<file path="src/rtl/hti_pkg.sv">
// ----------------------------------------------------------------------------
// hti_pkg
// Shared types and codes for the bounded chained hash table core.
// ----------------------------------------------------------------------------
package hti_pkg;

  localparam logic ACT_INSERT = 1'b0;
  localparam logic ACT_REMOVE = 1'b1;

  typedef enum logic [2:0] {
    ST_INSERTED  = 3'd0,
    ST_REPLACED  = 3'd1,
    ST_REMOVED   = 3'd2,
    ST_NOT_FOUND = 3'd3,
    ST_FULL      = 3'd4
  } status_t;

  typedef struct packed {
    logic        action;
    logic [31:0] key;
    logic [63:0] value;
  } in_word_t;

  typedef struct packed {
    status_t status;
    logic    table_empty;
  } out_word_t;

  typedef enum logic [2:0] {
    S_CLEAR,
    S_IDLE,
    S_MOD,
    S_READ,
    S_UPDATE
  } state_t;

  typedef struct packed {
    logic clear;
    logic accept;
    logic modulo;
    logic read;
    logic update;
  } cmd_t;

  typedef struct packed {
    logic clear_done;
    logic out_busy;
  } sts_t;

endpackage

</file>
<file path="src/rtl/hti_ctrl.sv">
// ----------------------------------------------------------------------------
// hti_ctrl
// Sequencer: clearing pass, accept, bucket select, row read, update.
// ----------------------------------------------------------------------------
module hti_ctrl (
  input  logic          clk,
  input  logic          rst_n,
  input  logic          in_valid,
  output logic          in_stall,
  input  hti_pkg::sts_t sts,
  output hti_pkg::cmd_t cmd
);

  import hti_pkg::*;

  state_t state_r;
  state_t state_nxt;

  always_ff @(posedge clk) begin
    if (!rst_n) begin
      state_r <= S_CLEAR;
    end else begin
      state_r <= state_nxt;
    end
  end

  always_comb begin
    state_nxt = state_r;
    case (state_r)
      S_CLEAR:  if (sts.clear_done) state_nxt = S_IDLE;
      S_IDLE:   if (in_valid) state_nxt = S_MOD;
      S_MOD:    state_nxt = S_READ;
      S_READ:   state_nxt = S_UPDATE;
      S_UPDATE: if (!sts.out_busy) state_nxt = S_IDLE;
      default:  state_nxt = S_CLEAR;
    endcase
  end

  always_comb begin
    cmd      = '0;
    in_stall = 1'b1;
    case (state_r)
      S_CLEAR:  cmd.clear = 1'b1;
      S_IDLE: begin
        in_stall   = 1'b0;
        cmd.accept = in_valid;
      end
      S_MOD:    cmd.modulo = 1'b1;
      S_READ:   cmd.read = 1'b1;
      S_UPDATE: cmd.update = !sts.out_busy;
      default:  cmd = '0;
    endcase
  end

endmodule

</file>
<file path="config.mk">
export PLATFORM = sky130hd
export DESIGN_NAME = hti_ctrl
export DESIGN_NICKNAME = d
export VERILOG_FILES = /design/src/rtl/hti_pkg.sv /design/src/rtl/hti_ctrl.sv
export SDC_FILE = /design/constraint.sdc
export NUM_CORES = 1
export LEC_CHECK = 0
export BUFFER_PORTS_ARGS = -buffer_cell sky130_fd_sc_hd__buf_4
export CAP_MARGIN = 20
export CORE_AREA = 2 2 39 41
export DETAILED_ROUTE_END_ITERATION = 10
export DIE_AREA = 0 0 41 43
export PLACE_DENSITY_LB_ADDON = 0.08
export REMOVE_ABC_BUFFERS = 1
export SYNTH_ARGS = -nofsm -noshare
export SYNTH_HDL_FRONTEND = slang
export SYNTH_SLANG_ARGS = --single-unit
</file>
<file path="constraint.sdc">
create_clock -name clk -period 1 [get_ports clk]
set_input_delay 0.1 -clock clk [delete_from_list [all_inputs] [get_ports clk]]
set_output_delay 0.1 -clock clk [all_outputs]
set_load 0.1 [all_outputs]
</file>
==> impl_table.tex <==
\begin{tabular}{lr}
\hline
Metric & Value \\
\hline
\multicolumn{2}{l}{\textbf{Critical path}} \\
\quad Critical path data required time & 0.90 ns \\
\quad CP bufs+invs & 1 \\
\quad Largest delay contributor family on the critical path & flip-flops \\
\quad Worst-path maximum fanout & 4 \\
\quad Kind of critical path & reg2out \\
\quad Critical Path Stages & 2 \\
\quad Critical path data arrival time & 1.16 ns \\
\quad Crit end category & primary output \\
\quad Slowest-stage cell, CP & dfxtp\_4 \\
\quad Delay of the slowest critical-path stage & 0.35 ns \\
\quad Type of element launching the critical path & flop \\
\quad Number of cells on the worst reg-to-reg path & 4 \\
\quad Crit path cell chain & nor4b\_4, buf\_6 \\
\multicolumn{2}{l}{\textbf{Die}} \\
\quad Core region area & 0.00138 mm² \\
\quad Overall die area & 0.00176 mm² \\
\quad Die height & 43 µm \\
\quad Row Count & 14 \\
\quad Total I/O pin count & 11 \\
\quad Chip width & 41 µm \\
\quad Initial Utilization & 0.146 \\
\multicolumn{2}{l}{\textbf{STA}} \\
\quad Total count of hold-check failures in the final report & 0 \\
\quad Worst slew margin relative to its limit & 0.824 \\
\quad Final worst clock skew & 0.00269 ns \\
\quad Smallest hold slack & 0.106 ns \\
\quad Pin slew with the least headroom to its limit & 0.263 ns \\
\quad Portion of the clock cycle consumed by the worst path in the final layout & 1.26 \\
\quad Total negative setup slack & -1.29 ns \\
\quad \# setup viols final & 7 \\
\quad Setup ws final & -0.260 ns \\
\quad Time the worst path needs with I/O delays and setup & 1.26 ns \\
\quad Pins Over Slew Limit & 0 \\
\quad RSZ-0062 raised after global routing & true \\
\quad Maximum clock rate & 794 MHz \\
\multicolumn{2}{l}{\textbf{Yosys}} \\
\quad Number of library cell types mapped by synthesis & 17 \\
\quad Count of yosys warnings during synthesis & 0 \\
\quad Cells after synthesis & 21 \\
\quad Synth area leader & dfxtp\_1 \\
\quad Dominant cells by area after synthesis & dfxtp\_1 (30\%), nor4b\_4 (12\%), nor2b\_4 (6.8\%) \\
\quad Area fraction of the dominant cell type after synthesis & 0.296 \\
\quad Netlist area before placement & 203 µm² \\
\quad Register area share after synthesis & 0.296 \\
\quad Per-instance average area after synthesis & 9.65 µm² \\
\quad Number of flip-flops and latches in the synthesized netlist & 3 \\
\multicolumn{2}{l}{\textbf{Run status}} \\
\quad Failing checks & negative setup slack \\
\quad Result of the run & finished, violations left \\
\multicolumn{2}{l}{\textbf{Cells and area}} \\
\quad Number of flip-flops under the largest register name & 3 \\
\quad Number of filler instances in the final layout & 149 \\
\quad Non-filler instance count after layout & 57 \\
\quad Final core area utilization & 0.326 \\
\quad Most flop-heavy register & state\_r \\
\quad Sequential cell area & 71.3 µm² \\
\quad Ratio of cells with drive above 1 in the final layout & 0.780 \\
\quad Area used by multi-input combinational logic & 155 µm² \\
\quad Largest registers in the final layout & state\_r (3) \\
\quad Count of antenna diodes in the layout & 0 \\
\quad Relative area change from synthesis to final layout & 123\% \\
\quad Number of nets in the layout & 47 \\
\multicolumn{2}{l}{\textbf{GRT}} \\
\quad Global route overflow & 0 \\
\quad Initial antenna violation count & 0 \\
\quad Vias in the first global route & 224 \\
\quad GRT Resource Usage Total & 0.0772 \\
\quad First-pass GRT wire length & 903 µm \\
\quad Largest net degree at the start of global routing & 11 \\
\multicolumn{2}{l}{\textbf{Power and ir drop}} \\
\quad IR Drop Worst-Case VDD & 491 µV \\
\quad Standby leakage power & 0.191 nW \\
\quad Pwr per Cell Area & 1400 mW/mm² \\
\multicolumn{2}{l}{\textbf{Worst hold path}} \\
\quad Worst hold path depth & 2 \\
\quad Worst hold-check path type & in2reg \\
\multicolumn{2}{l}{\textbf{Routing}} \\
\quad Post-route antenna net violation count & 0 \\
\quad Via count & 213 \\
\quad Routed via count divided by cell count & 3.74 \\
\quad Detailed-route DRC error count & 0 \\
\quad Total wire length & 533 µm \\
\quad Iteration count of the initial detailed-routing pass & 2 \\
\quad WL per Instance & 9.35 µm \\
\quad Detailed router's first-iteration violation count & 2 \\
\multicolumn{2}{l}{\textbf{Placed design}} \\
\quad Number of input and output port buffers inserted & 10 \\
\quad Pre-CTS setup slack & -0.189 ns \\
\quad Last weighted congestion value of the routability-driven placer & 0.603 \\
\quad Half-perimeter wire length after detailed placement & 423 µm \\
\quad Number of cells in the design after placement & 51 \\
\multicolumn{2}{l}{\textbf{Clocking}} \\
\quad \# H-tree levels & 1 \\
\quad Buffer cell driving the clock tree root & clkbuf\_4 \\
\quad Maximum count of clock buffers along a single path & 2 \\
\quad Clock net sink count & 3 \\
\quad Clock Latency Late Sink & 0.23 ns \\
\quad CTS buffer count & 3 \\
\quad Worst-path clk slew & 0.04 ns \\
\quad Clock tree from TritonCTS & built \\
\multicolumn{2}{l}{\textbf{Run}} \\
\quad Count of max-cap constraint violations & 0 \\
\hline
\end{tabular}
-- power breakdown --
part	leakage [nW]	switching, mW	internal (mW)	total [mW]
Clock	0.0150	0.0594	0.149	0.209
Sequential	0.0267	0.0162	0.126	0.142
Combinational	0.149	0.168	0.113	0.281
Total	0.191	0.244	0.389	0.632
-- synthesized netlist by cell type --
master	number
buf_2	1
nor4b_4	1
and4bb_2	1
a21oi_1	1
and2_1	2
dfxtp_1	3
nor2b_1	1
nor2b_4	1
and2_2	1
a21boi_1	1
o21ai_0	1
nor2_1	2
nor3_1	1
mux2i_1	1
o21a_1	1
nor3b_1	1
nand2b_1	1
-- layout by cell type, fill, tap and decap left out, types with 2 or more instances in the layout --
cell type / netlist / layout
and2_4: 0 / 3
buf_12: 0 / 3
buf_4: 0 / 11
buf_6: 0 / 2
clkbuf_4: 0 / 3
dfxtp_4: 0 / 3
-- final timing paths --
kind | start | to | slack [ns]
worst max-delay path | state_r[0]$_SDFFE_PN0P_ | cmd[0] | -0.26
worst min-delay path | rst_n | state_r[2]$_SDFFE_PN0P_ | 0.11
worst max register to register | state_r[0]$_SDFFE_PN0P_ | state_r[0]$_SDFFE_PN0P_ | -0.03
worst min register to register | state_r[2]$_SDFFE_PN0P_ | state_r[1]$_SDFFE_PN0P_ | 0.57
-- stage by stage --
| stage | cell area (µm²) | total power [mW] |
|---|---|---|
| floorplan | 198 | 0.308 |
| global placement | 330 | 0.376 |
| detailed placement | 330 | 0.377 |
| CTS | 414 | 0.631 |
| global route | 452 | 0.659 |
| finish | 452 | 0.632 |
-- layer usage --
layer | GRT usage | vias to the layer above | routed length (µm)
li1 | - | 115 | -
met1 | 0.105 | 91 | 238
met2 | 0.100 | 7 | 261
met3 | 0.0157 | 0 | 33
met4 | 0.0600 | 0 | 0
met5 | 0 | - | 0
-- layout make-up --
cell class,instances,area share
clock buffers,4,0.0582
repair buffers,17,0.396
well taps,16,0.0443
flip-flops and latches,3,0.158
multi-input cells,17,0.343
-- cells by family after synthesis --
| kind of cell | Yosys count | share of synthesized area |
|---|---|---|
| mux | 1 | 0.0494 |
| compound gates | 4 | 0.123 |
| simple gates | 12 | 0.506 |
| flops | 3 | 0.296 |
| buf+inv | 1 | 0.0247 |
-- repair_timing --
item                                    4_1_cts  5_1_grt
pin swaps                                     1        3
setup buffers                                 0        2
gates resized for setup                      17        8
hold buffers                                  0        0
gates cloned                                  0        0
endpoints found under the setup margin        9        9
-- worst reg2reg max path: stages (launching register included) --
cell	delay, ns
dfxtp_4	0.35
nor4b_4	0.31
buf_4	0.16
a21oi_2	0.03
a21boi_1	0.10
(Power assumes the default switching activity.)
